--- src/sv/pbm_pkg.sv ---
`default_nettype none
package pbm_pkg;

  localparam int DEF_MAX_CHANNELS = 4;
  localparam int DEF_INDEX_BITS   = 24;

  // packed channel lanes in the offset and width registers
  localparam int LANES     = 4;
  localparam int LANE_BITS = 8;

  localparam int MEM_BIT_W  = 33;
  localparam int CH_NUM_W   = 2;
  localparam int CFG_IDX_W  = 3;
  localparam int CFG_DATA_W = 32;

  localparam int WSL_W      = 3;
  localparam int BOM_W      = 4;
  localparam int PIX_BITS_W = 9;
  localparam int CH_CNT_W   = 3;
  localparam int OFFPOS_W   = LANE_BITS + 1;

  localparam logic [WSL_W-1:0] MAX_WORD_LOG2 = 3'd4;

  localparam logic [WSL_W-1:0]      RST_WORD_SIZE_LOG2  = 3'd0;
  localparam logic [BOM_W-1:0]      RST_BYTE_ORDER_MASK = 4'd0;
  localparam logic                  RST_MSB_FIRST       = 1'b0;
  localparam logic [PIX_BITS_W-1:0] RST_PIXEL_BITS      = 9'd7;
  localparam logic [CH_CNT_W-1:0]   RST_CHANNEL_COUNT   = 3'd1;
  localparam logic [CFG_DATA_W-1:0] RST_CHANNEL_OFFSETS = 32'd5;
  localparam logic [CFG_DATA_W-1:0] RST_CHANNEL_WIDTHS  = 32'd1;

  typedef enum logic [CFG_IDX_W-1:0] {
    REG_WORD_SIZE_LOG2  = 3'd0,
    REG_BYTE_ORDER_MASK = 3'd1,
    REG_MSB_FIRST       = 3'd2,
    REG_PIXEL_BITS      = 3'd3,
    REG_CHANNEL_COUNT   = 3'd4,
    REG_CHANNEL_OFFSETS = 3'd5,
    REG_CHANNEL_WIDTHS  = 3'd6
  } cfg_reg_e;

endpackage
`default_nettype wire

--- src/sv/pbm_if.sv ---
`default_nettype none
interface pbm_in_if #(
  parameter int INDEX_BITS = pbm_pkg::DEF_INDEX_BITS
);
  logic                  valid;
  logic                  ready;
  logic [INDEX_BITS-1:0] used_bit;

  modport source (output valid, output used_bit, input ready);
  modport sink   (input valid, input used_bit, output ready);
endinterface

interface pbm_out_if #(
  parameter int INDEX_BITS = pbm_pkg::DEF_INDEX_BITS
);
  import pbm_pkg::*;

  logic                  valid;
  logic                  ready;
  logic [MEM_BIT_W-1:0]  memory_bit;
  logic [INDEX_BITS-1:0] pixel_number;
  logic [CH_NUM_W-1:0]   channel_number;

  modport source (output valid, output memory_bit, output pixel_number,
                  output channel_number, input ready);
  modport sink   (input valid, input memory_bit, input pixel_number,
                  input channel_number, output ready);
endinterface

interface pbm_cfg_if;
  import pbm_pkg::*;

  logic                  valid;
  logic                  ready;
  logic [CFG_IDX_W-1:0]  index;
  logic [CFG_DATA_W-1:0] data;

  modport source (output valid, output index, output data, input ready);
  modport sink   (input valid, input index, input data, output ready);
endinterface
`default_nettype wire

--- src/sv/pixel_bit_to_memory_bit_mapper.sv ---
`default_nettype none
// Maps the index of a channel bit in a packed pixel stream to its bit
// address in byte memory.
// Channels: in_i carries used_bit requests, out_o carries memory_bit,
// pixel_number and channel_number, both valid/ready. cfg_i writes one of
// the seven layout registers by index; it is always ready. The user must write
// it only while no request is in flight; the block itself does not enforce this.
// One request is taken every cycle while no result waits on a stalled
// receiver. The division by the summed channel widths is done as a
// pipeline of INDEX_BITS compare-subtract stages, followed by a channel
// scan stage, a multiply stage and the word mapping stage.
// Reset clears all valid bits and loads the register reset layout.
// When the receiver stalls with a result waiting, the whole pipeline holds
// and in_i.ready drops; nothing is lost or repeated. Results leave in
// request order.
module pixel_bit_to_memory_bit_mapper #(
  parameter int MAX_CHANNELS = pbm_pkg::DEF_MAX_CHANNELS,
  parameter int INDEX_BITS   = pbm_pkg::DEF_INDEX_BITS
) (
  input  wire logic  clk_i,
  input  wire logic  rst_ni,
  pbm_in_if.sink     in_i,
  pbm_out_if.source  out_o,
  pbm_cfg_if.sink    cfg_i
);
  import pbm_pkg::*;

  localparam int TOTAL_W = $clog2(MAX_CHANNELS * ((1 << LANE_BITS) - 1) + 1);
  localparam int CNT_W   = $clog2(MAX_CHANNELS + 1);
  localparam int PROD_W  = INDEX_BITS + PIX_BITS_W;

  // configuration registers
  logic [WSL_W-1:0]      wsl_q;
  logic [BOM_W-1:0]      bom_q;
  logic                  msb_q;
  logic [PIX_BITS_W-1:0] pix_bits_q;
  logic [CH_CNT_W-1:0]   ch_cnt_q;
  logic [CFG_DATA_W-1:0] ch_off_q;
  logic [CFG_DATA_W-1:0] ch_wid_q;

  assign cfg_i.ready = 1'b1;

  always_ff @(posedge clk_i or negedge rst_ni) begin
    if (!rst_ni) begin
      wsl_q      <= RST_WORD_SIZE_LOG2;
      bom_q      <= RST_BYTE_ORDER_MASK;
      msb_q      <= RST_MSB_FIRST;
      pix_bits_q <= RST_PIXEL_BITS;
      ch_cnt_q   <= RST_CHANNEL_COUNT;
      ch_off_q   <= RST_CHANNEL_OFFSETS;
      ch_wid_q   <= RST_CHANNEL_WIDTHS;
    end else if (cfg_i.valid) begin
      case (cfg_i.index)
        REG_WORD_SIZE_LOG2:  wsl_q      <= cfg_i.data[WSL_W-1:0];
        REG_BYTE_ORDER_MASK: bom_q      <= cfg_i.data[BOM_W-1:0];
        REG_MSB_FIRST:       msb_q      <= cfg_i.data[0];
        REG_PIXEL_BITS:      pix_bits_q <= cfg_i.data[PIX_BITS_W-1:0];
        REG_CHANNEL_COUNT:   ch_cnt_q   <= cfg_i.data[CH_CNT_W-1:0];
        REG_CHANNEL_OFFSETS: ch_off_q   <= cfg_i.data;
        REG_CHANNEL_WIDTHS:  ch_wid_q   <= cfg_i.data;
        default: ;
      endcase
    end
  end

  // layout derived from the registers
  logic [CNT_W-1:0]     n_eff;
  logic [LANE_BITS-1:0] ch_w     [MAX_CHANNELS];
  logic [TOTAL_W-1:0]   ch_start [MAX_CHANNELS];
  logic [TOTAL_W-1:0]   ch_end   [MAX_CHANNELS];
  logic [TOTAL_W-1:0]   total;

  always_comb begin
    if (ch_cnt_q == '0) begin
      n_eff = CNT_W'(1);
    end else if (int'(ch_cnt_q) > MAX_CHANNELS) begin
      n_eff = CNT_W'(MAX_CHANNELS);
    end else begin
      n_eff = CNT_W'(ch_cnt_q);
    end
  end

  for (genvar i = 0; i < MAX_CHANNELS; i++) begin : g_lane
    if (i < LANES) begin : g_real
      assign ch_w[i] = (i < int'(n_eff)) ? ch_wid_q[LANE_BITS*i +: LANE_BITS] : '0;
    end else begin : g_none
      assign ch_w[i] = '0;
    end
    if (i == 0) begin : g_first
      assign ch_start[i] = '0;
    end else begin : g_next
      assign ch_start[i] = ch_end[i-1];
    end
    assign ch_end[i] = TOTAL_W'(ch_start[i] + TOTAL_W'(ch_w[i]));
  end

  assign total = ch_end[MAX_CHANNELS-1];

  // pipeline advance: the whole pipe holds while a result waits
  logic adv;
  logic out_vld_q;

  assign adv        = !out_vld_q || out_o.ready;
  assign in_i.ready = adv;

  logic                  div_vld;
  logic [INDEX_BITS-1:0] div_quo;
  logic [TOTAL_W-1:0]    div_rem;

  pbm_divider #(
    .INDEX_BITS (INDEX_BITS),
    .TOTAL_W    (TOTAL_W)
  ) u_divider (
    .clk_i       (clk_i),
    .rst_ni      (rst_ni),
    .adv_i       (adv),
    .valid_i     (in_i.valid),
    .dividend_i  (in_i.used_bit),
    .divisor_i   (total),
    .valid_o     (div_vld),
    .quotient_o  (div_quo),
    .remainder_o (div_rem)
  );

  // channel scan stage
  logic [CH_NUM_W-1:0]   ch_sel;
  logic [TOTAL_W-1:0]    base_sel;
  logic [LANE_BITS-1:0]  w_sel;
  logic [LANE_BITS-1:0]  cbit;
  logic [LANE_BITS-1:0]  pos;
  logic [LANE_BITS-1:0]  off_sel;
  logic                  total_zero;
  logic [INDEX_BITS-1:0] pix_d;
  logic [CH_NUM_W-1:0]   ch_d;
  logic [OFFPOS_W-1:0]   offpos_d;

  always_comb begin
    ch_sel   = '0;
    base_sel = '0;
    w_sel    = ch_w[0];
    // widths only grow the end marks, so the lowest hit is the channel
    for (int i = MAX_CHANNELS - 1; i >= 0; i--) begin
      if (div_rem < ch_end[i]) begin
        ch_sel   = CH_NUM_W'(i);
        base_sel = ch_start[i];
        w_sel    = ch_w[i];
      end
    end
  end

  assign total_zero = (total == '0);
  assign cbit       = total_zero ? '0 : LANE_BITS'(div_rem - base_sel);
  assign pos        = (msb_q && !total_zero) ? LANE_BITS'(w_sel - cbit - 1'b1) : cbit;
  assign ch_d       = total_zero ? '0 : ch_sel;
  assign pix_d      = total_zero ? '0 : div_quo;
  assign off_sel    = ch_off_q[LANE_BITS*ch_d +: LANE_BITS];
  assign offpos_d   = OFFPOS_W'(off_sel) + OFFPOS_W'(pos);

  logic                  vld_s_q;
  logic [INDEX_BITS-1:0] pix_s_q;
  logic [CH_NUM_W-1:0]   ch_s_q;
  logic [OFFPOS_W-1:0]   offpos_s_q;

  // multiply stage
  logic [PROD_W-1:0]     prod_full;
  logic                  vld_m_q;
  logic [INDEX_BITS-1:0] pix_m_q;
  logic [CH_NUM_W-1:0]   ch_m_q;
  logic [OFFPOS_W-1:0]   offpos_m_q;
  logic [MEM_BIT_W-1:0]  prod_m_q;

  assign prod_full = PROD_W'(pix_s_q) * PROD_W'(pix_bits_q);

  // word mapping stage
  logic [WSL_W-1:0]      lg;
  logic [7:0]            bpw;
  logic [4:0]            bytes;
  logic [BOM_W-1:0]      emask;
  logic [6:0]            flip;
  logic [MEM_BIT_W-1:0]  strip;
  logic [MEM_BIT_W-1:0]  mem_d;

  assign lg    = (wsl_q > MAX_WORD_LOG2) ? MAX_WORD_LOG2 : wsl_q;
  assign bpw   = 8'd8 << lg;
  assign bytes = 5'd1 << lg;
  assign emask = bom_q & BOM_W'(bytes - 5'd1);
  // msb-first reverses the bit inside the word, the mask swaps bytes
  assign flip  = (msb_q ? 7'(bpw - 8'd1) : 7'd0) ^ {emask, 3'b000};
  assign strip = prod_m_q + MEM_BIT_W'(offpos_m_q);
  assign mem_d = strip ^ MEM_BIT_W'(flip);

  logic [MEM_BIT_W-1:0]  out_mem_q;
  logic [INDEX_BITS-1:0] out_pix_q;
  logic [CH_NUM_W-1:0]   out_ch_q;

  always_ff @(posedge clk_i or negedge rst_ni) begin
    if (!rst_ni) begin
      vld_s_q   <= 1'b0;
      vld_m_q   <= 1'b0;
      out_vld_q <= 1'b0;
    end else if (adv) begin
      vld_s_q   <= div_vld;
      vld_m_q   <= vld_s_q;
      out_vld_q <= vld_m_q;
    end
  end

  always_ff @(posedge clk_i) begin
    if (adv) begin
      pix_s_q    <= pix_d;
      ch_s_q     <= ch_d;
      offpos_s_q <= offpos_d;
      pix_m_q    <= pix_s_q;
      ch_m_q     <= ch_s_q;
      offpos_m_q <= offpos_s_q;
      prod_m_q   <= MEM_BIT_W'(prod_full);
      out_mem_q  <= mem_d;
      out_pix_q  <= pix_m_q;
      out_ch_q   <= ch_m_q;
    end
  end

  assign out_o.valid          = out_vld_q;
  assign out_o.memory_bit     = out_mem_q;
  assign out_o.pixel_number   = out_pix_q;
  assign out_o.channel_number = out_ch_q;

endmodule
`default_nettype wire

--- src/sv/pbm_divider.sv ---
`default_nettype none
module pbm_divider #(
  parameter int INDEX_BITS = 24,
  parameter int TOTAL_W    = 10
) (
  input  wire logic                  clk_i,
  input  wire logic                  rst_ni,
  input  wire logic                  adv_i,
  input  wire logic                  valid_i,
  input  wire logic [INDEX_BITS-1:0] dividend_i,
  input  wire logic [TOTAL_W-1:0]    divisor_i,
  output logic                       valid_o,
  output logic [INDEX_BITS-1:0]      quotient_o,
  output logic [TOTAL_W-1:0]         remainder_o
);

  // restoring division, one quotient bit per stage
  logic [INDEX_BITS-1:0] vld_q;
  logic [TOTAL_W-1:0]    rem_q [INDEX_BITS];
  logic [INDEX_BITS-1:0] dq_q  [INDEX_BITS];

  for (genvar k = 0; k < INDEX_BITS; k++) begin : g_step
    logic [TOTAL_W-1:0]    rem_in;
    logic [INDEX_BITS-1:0] dq_in;
    logic                  vld_in;
    logic [TOTAL_W:0]      trial;
    logic                  ge;
    logic [TOTAL_W-1:0]    rem_d;
    logic [INDEX_BITS-1:0] dq_d;

    if (k == 0) begin : g_first
      assign rem_in = '0;
      assign dq_in  = dividend_i;
      assign vld_in = valid_i;
    end else begin : g_next
      assign rem_in = rem_q[k-1];
      assign dq_in  = dq_q[k-1];
      assign vld_in = vld_q[k-1];
    end

    // dq holds the remaining dividend bits on top and quotient bits below
    assign trial = {rem_in, dq_in[INDEX_BITS-1]};
    assign ge    = trial >= {1'b0, divisor_i};
    assign rem_d = ge ? TOTAL_W'(trial - {1'b0, divisor_i}) : trial[TOTAL_W-1:0];
    assign dq_d  = {dq_in[INDEX_BITS-2:0], ge};

    always_ff @(posedge clk_i or negedge rst_ni) begin
      if (!rst_ni) begin
        vld_q[k] <= 1'b0;
      end else if (adv_i) begin
        vld_q[k] <= vld_in;
      end
    end

    always_ff @(posedge clk_i) begin
      if (adv_i) begin
        rem_q[k] <= rem_d;
        dq_q[k]  <= dq_d;
      end
    end
  end

  assign valid_o     = vld_q[INDEX_BITS-1];
  assign quotient_o  = dq_q[INDEX_BITS-1];
  assign remainder_o = rem_q[INDEX_BITS-1];

endmodule
`default_nettype wire

--- src/flat_wrapper.sv ---
// flat-port wrapper written by rule: the top's interface ports become plain ports
module pixel_bit_to_memory_bit_mapper_flat import pbm_pkg::*;
#(
  parameter int MAX_CHANNELS = pbm_pkg::DEF_MAX_CHANNELS,
  parameter int INDEX_BITS   = pbm_pkg::DEF_INDEX_BITS
)
  (clk_i, rst_ni, in_i_valid, in_i_used_bit, in_i_ready, out_o_valid, out_o_memory_bit, out_o_pixel_number, out_o_channel_number, out_o_ready, cfg_i_valid, cfg_i_index, cfg_i_data, cfg_i_ready);
  pbm_in_if #(.INDEX_BITS(INDEX_BITS)) in_i_i ();
  pbm_out_if #(.INDEX_BITS(INDEX_BITS)) out_o_i ();
  pbm_cfg_if cfg_i_i ();
  input  wire logic clk_i;
  input  wire logic rst_ni;
  input wire logic [$bits(in_i_i.valid)-1:0] in_i_valid;
  input wire logic [$bits(in_i_i.used_bit)-1:0] in_i_used_bit;
  output wire logic [$bits(in_i_i.ready)-1:0] in_i_ready;
  output wire logic [$bits(out_o_i.valid)-1:0] out_o_valid;
  output wire logic [$bits(out_o_i.memory_bit)-1:0] out_o_memory_bit;
  output wire logic [$bits(out_o_i.pixel_number)-1:0] out_o_pixel_number;
  output wire logic [$bits(out_o_i.channel_number)-1:0] out_o_channel_number;
  input wire logic [$bits(out_o_i.ready)-1:0] out_o_ready;
  input wire logic [$bits(cfg_i_i.valid)-1:0] cfg_i_valid;
  input wire logic [$bits(cfg_i_i.index)-1:0] cfg_i_index;
  input wire logic [$bits(cfg_i_i.data)-1:0] cfg_i_data;
  output wire logic [$bits(cfg_i_i.ready)-1:0] cfg_i_ready;
  assign in_i_i.valid = in_i_valid;
  assign in_i_i.used_bit = in_i_used_bit;
  assign in_i_ready = in_i_i.ready;
  assign out_o_valid = out_o_i.valid;
  assign out_o_memory_bit = out_o_i.memory_bit;
  assign out_o_pixel_number = out_o_i.pixel_number;
  assign out_o_channel_number = out_o_i.channel_number;
  assign out_o_i.ready = out_o_ready;
  assign cfg_i_i.valid = cfg_i_valid;
  assign cfg_i_i.index = cfg_i_index;
  assign cfg_i_i.data = cfg_i_data;
  assign cfg_i_ready = cfg_i_i.ready;
  pixel_bit_to_memory_bit_mapper #(.MAX_CHANNELS(MAX_CHANNELS), .INDEX_BITS(INDEX_BITS)) u_core (.clk_i(clk_i), .rst_ni(rst_ni), .in_i(in_i_i), .out_o(out_o_i), .cfg_i(cfg_i_i));
endmodule
--- config.mk ---
export PLATFORM = sky130hd
export DESIGN_NAME = pixel_bit_to_memory_bit_mapper_flat
export DESIGN_NICKNAME = d
export VERILOG_FILES = /design/src/sv/pbm_pkg.sv /design/src/sv/pbm_if.sv /design/src/sv/pixel_bit_to_memory_bit_mapper.sv /design/src/sv/pbm_divider.sv /design/src/flat_wrapper.sv
export SDC_FILE = /design/constraint.sdc
export NUM_CORES = 2
export LEC_CHECK = 0
export BUFFER_PORTS_ARGS = -buffer_cell sky130_fd_sc_hd__clkbuf_2
export CAP_MARGIN = 20
export CORE_MARGIN = 4
export CORE_UTILIZATION = 61
export DETAILED_ROUTE_END_ITERATION = 12
export PLACE_DENSITY = 0.78
export REMOVE_ABC_BUFFERS = 1
export SKIP_CTS_REPAIR_TIMING = 1
export SYNTH_ARGS = -nofsm -noshare
export SYNTH_HDL_FRONTEND = slang
export SYNTH_SLANG_ARGS = --single-unit
--- constraint.sdc ---
create_clock -name clk_i -period 28.5 [get_ports clk_i]
set_input_delay 1.425 -clock clk_i [delete_from_list [all_inputs] [get_ports clk_i]]
set_output_delay 1.425 -clock clk_i [all_outputs]
set_load 0.02 [all_outputs]
==> key figures <==
Routing
  • Via count: ~32000
  • WL final: 104000 µm
  • First-pass DRT Iterations: 5
  • Post-route ant nets: 0
  • WL/cell: between 15 and 20 µm
  • 1st-iter DRT viols: 2259
  • Vias/cell: about 5.7
  • # DRC: 0

Logic synthesis
  • Distinct cells, synth: between 60 and 70
  • Share of the synthesized area in the top cell type: 52.2%
  • Area leader, netlist: edfxtp_1
  • Most used DFF post-synth: edfxtp_1
  • EDFF count, synth: a little under 1000
  • Post-Synthesis Cells: 4238
  • Syn_area_per_cell: 13.3 µm²
  • Yosys Warn Count: 0
  • Share of the yosys chip area belonging to registers: a little under three fifths
  • Synth cell count leaders: 978 x edfxtp_1, 398 x inv_1, 373 x ha_1
  • Netlist Area Pre-Place: 0.0562 mm²
  • Post-synthesis register bit count: around 1100
  • Post-synthesis async set-or-reset flop share: between 10% and 20%
  • Count leader, synth: edfxtp_1
  • Synth area leaders: edfxtp_1 52%, ha_1 8.3%, fa_1 6.6%

Timing
  • Fin crit share: 36.7%
  • Max-slew headroom: roughly 27%
  • Min Hold Slack: 0.400 ns
  • RSZ-0062 raised after global routing: false
  • Slew Viols, Final: 0
  • Fin. Hold Viols: 0
  • Endpoints failing setup: 0
  • Tmin final: 10.46 ns
  • Worst Setup Slack, final: 18.04 ns
  • Slew @ Worst Pin: between 1 and 1.5 ns
  • TNS Setup: 0 ns
  • Clock Skew: 0.0430 ns
  • Max Clk Rate: 0.0956 GHz

Global routing
  • Antenna violations before repair: 1
  • GRT Resource Usage Total: 21.6%
  • Gr busiest metal: met2
  • Routing usage on met1: between 20% and 30%
  • Global-route wire length before repair: 169000 µm
  • GRT overflow: 0
  • Met3 Usage GRT: 3.80%
  • Largest net degree at the start of global routing: about 190
  • Met2 Use GR: 36.0%
  • Vias in the first global route: 32500

CTS
  • Clock buffer count from CTS: 109
  • CTS Sinks: 1089
  • CTS max path bufs: 3
  • Clock Pin Slew Worst Setup and Hold Paths: 0.07 ns
  • Root buffer cell: clkbuf_16
  • CTS tree: done
  • CTS HTree Levels: 3
  • Clock latency at the later pin of the worst-skew pair: 0.71 ns

Placed design
  • IO Port Bufs: ~120
  • Worst slack, placed: 18.14 ns
  • Gpl congestion: approximately 0.86
  • Detailed Place HPWL: roughly 70000 µm

Setup path
  • Reg2Reg Depth: 47
  • Startpoint Class: flop
  • Most common cell on crit path: ha_1
  • Critical path class: reg2reg
  • Crit path max-delay cell type: dfrtp_1
  • Max incr delay on CP: 0.47 ns
  • Crit end category: flop
  • Arr. time, crit path: roughly 11 ns
  • Worst Path Required: 28.95 ns
  • CP Max Fanout: 24

Layout
  • Final net count: 5049
  • Area growth syn-to-layout: 10.3%
  • Register area: 0.0322 mm²
  • FILL cells: between 6000 and 7000
  • Share of layout cells above drive strength 1: between 10% and 20%
  • Multi-input logic area: 0.0223 mm²
  • Layout Utilization: about two thirds

Floorplan
  • Initial Util: 61.4%
  • Placement Rows: 111
  • Die Area: approximately 0.1 mm²
  • I/O pin cnt: 126
  • Area of the core: 0.0915 mm²
  • Die Y: 312 µm
  • DIE WIDTH: 312 µm

Status
  • Run status: finished, final reports clean

Job
  • Number of max-cap violations: 0

Worst hold path
  • Min-Delay Path Depth: 0
  • Hold crit path type: reg2reg
## stage by stage
stage          cell area (µm²)  cells
2_1_floorplan            55900   4163
3_3_place_gp             58300   5500
3_5_place_dp             58300   5500
4_1_cts                  61900   5705
5_1_grt                  62000   5707
6_report                 62000   5709
## area by class of cell
cell class | instances | share of cell area, %
Timing Repair Buffer | 153 | 1.45
Tap cell | 1186 | 2.39
Clock buffer | 126 | 4.55
Antenna cell | 2 | 0.00807
Multi-Input combinational cell | 2676 | 36.0
Sequential cell | 1089 | 51.9
Clock inverter | 79 | 1.32
Inverter | 398 | 2.42
## worst max-delay path: cells and delay by family, from the launching register on
family	cells	cell delay (ns)
xor gates and xnor gates	2	0.41
and+or+nand+nor	14	2.61
DFF	1	0.47
adders and majority gates	8	2.63
buffers and inverters	4	0.82
AOI/OAI and AO/OA	18	3.07
muxes	1	0.23
## cell usage in the layout (no fill, tap or decap), types with 43 or more instances in the layout
master and instances:
edfxtp_1 978, nand2_1 287, clkbuf_2 124, nand4_1 49, a21boi_0 101, ha_1 372, clkbuf_16 110, mux2_2 295
and2_1 141, o21ai_0 185, inv_1 395, dfrtp_1 104, fa_1 185, a21oi_1 142, xor2_1 51, nor2b_1 55
nor2_1 307, a21o_1 43, xnor2_1 138
## sequential cells by signal, indices dropped and copies added (netlist names), 23 cells and up
| signal | flops |
|---|---|
| u_core.ch_off_q | 32 |
| u_core.ch_wid_q | 32 |
| u_core.out_o.memory_bit | 33 |
| u_core.out_o.pixel_number | 24 |
| u_core.pix_m_q | 24 |
| u_core.pix_s_q | 24 |
| u_core.prod_m_q | 33 |
| u_core.u_divider.dq_q | 576 |
| u_core.u_divider.g_step.vld_in | 23 |
| u_core.u_divider.rem_q | 240 |
## per-layer routing
metal,vias up,wire length [µm]
met1,15800,45900
li1,15600,-
met5,-,0
met3,205,4990
met4,0,3460
met2,758,49800
## logic make-up (layout without fill, tap and decap cells)
family / Yosys count / after routing / share of synthesized area [%]
compound gates: 642 / 642 / 7.23
xor+xnor: 190 / 190 / 2.96
fa+ha+maj: 558 / 558 / 14.9
buf+inv: 473 / 756 / 3.17
flops: 1089 / 1089 / 57.2
mux: 333 / 333 / 6.59
other cells: 1 / 3 / 0.00667
simple gates: 952 / 952 / 7.96
## worst paths after layout
kind	to	from	slack (ns)
max	u_core.offpos_s_q[8]$_DFFE_PP_	u_core.ch_cnt_q[2]$_DFFE_PN0P_	18.04
min	u_core.u_divider.dq_q[3][22]$_DFFE_PP_	u_core.u_divider.dq_q[2][21]$_DFFE_PP_	0.40
max reg2reg	u_core.offpos_s_q[8]$_DFFE_PP_	u_core.ch_cnt_q[2]$_DFFE_PN0P_	18.04
min reg2reg	u_core.u_divider.dq_q[3][22]$_DFFE_PP_	u_core.u_divider.dq_q[2][21]$_DFFE_PP_	0.40
max in group asynchronous	u_core.ch_cnt_q[0]$_DFFE_PN1P_	rst_ni	26.84
min in group asynchronous	u_core.ch_off_q[3]$_DFFE_PN0P_	rst_ni	0.65
Power is left out: the tool's default activity adds up to more than one toggle a clock period on the data nets, which glitch-free logic cannot reach.
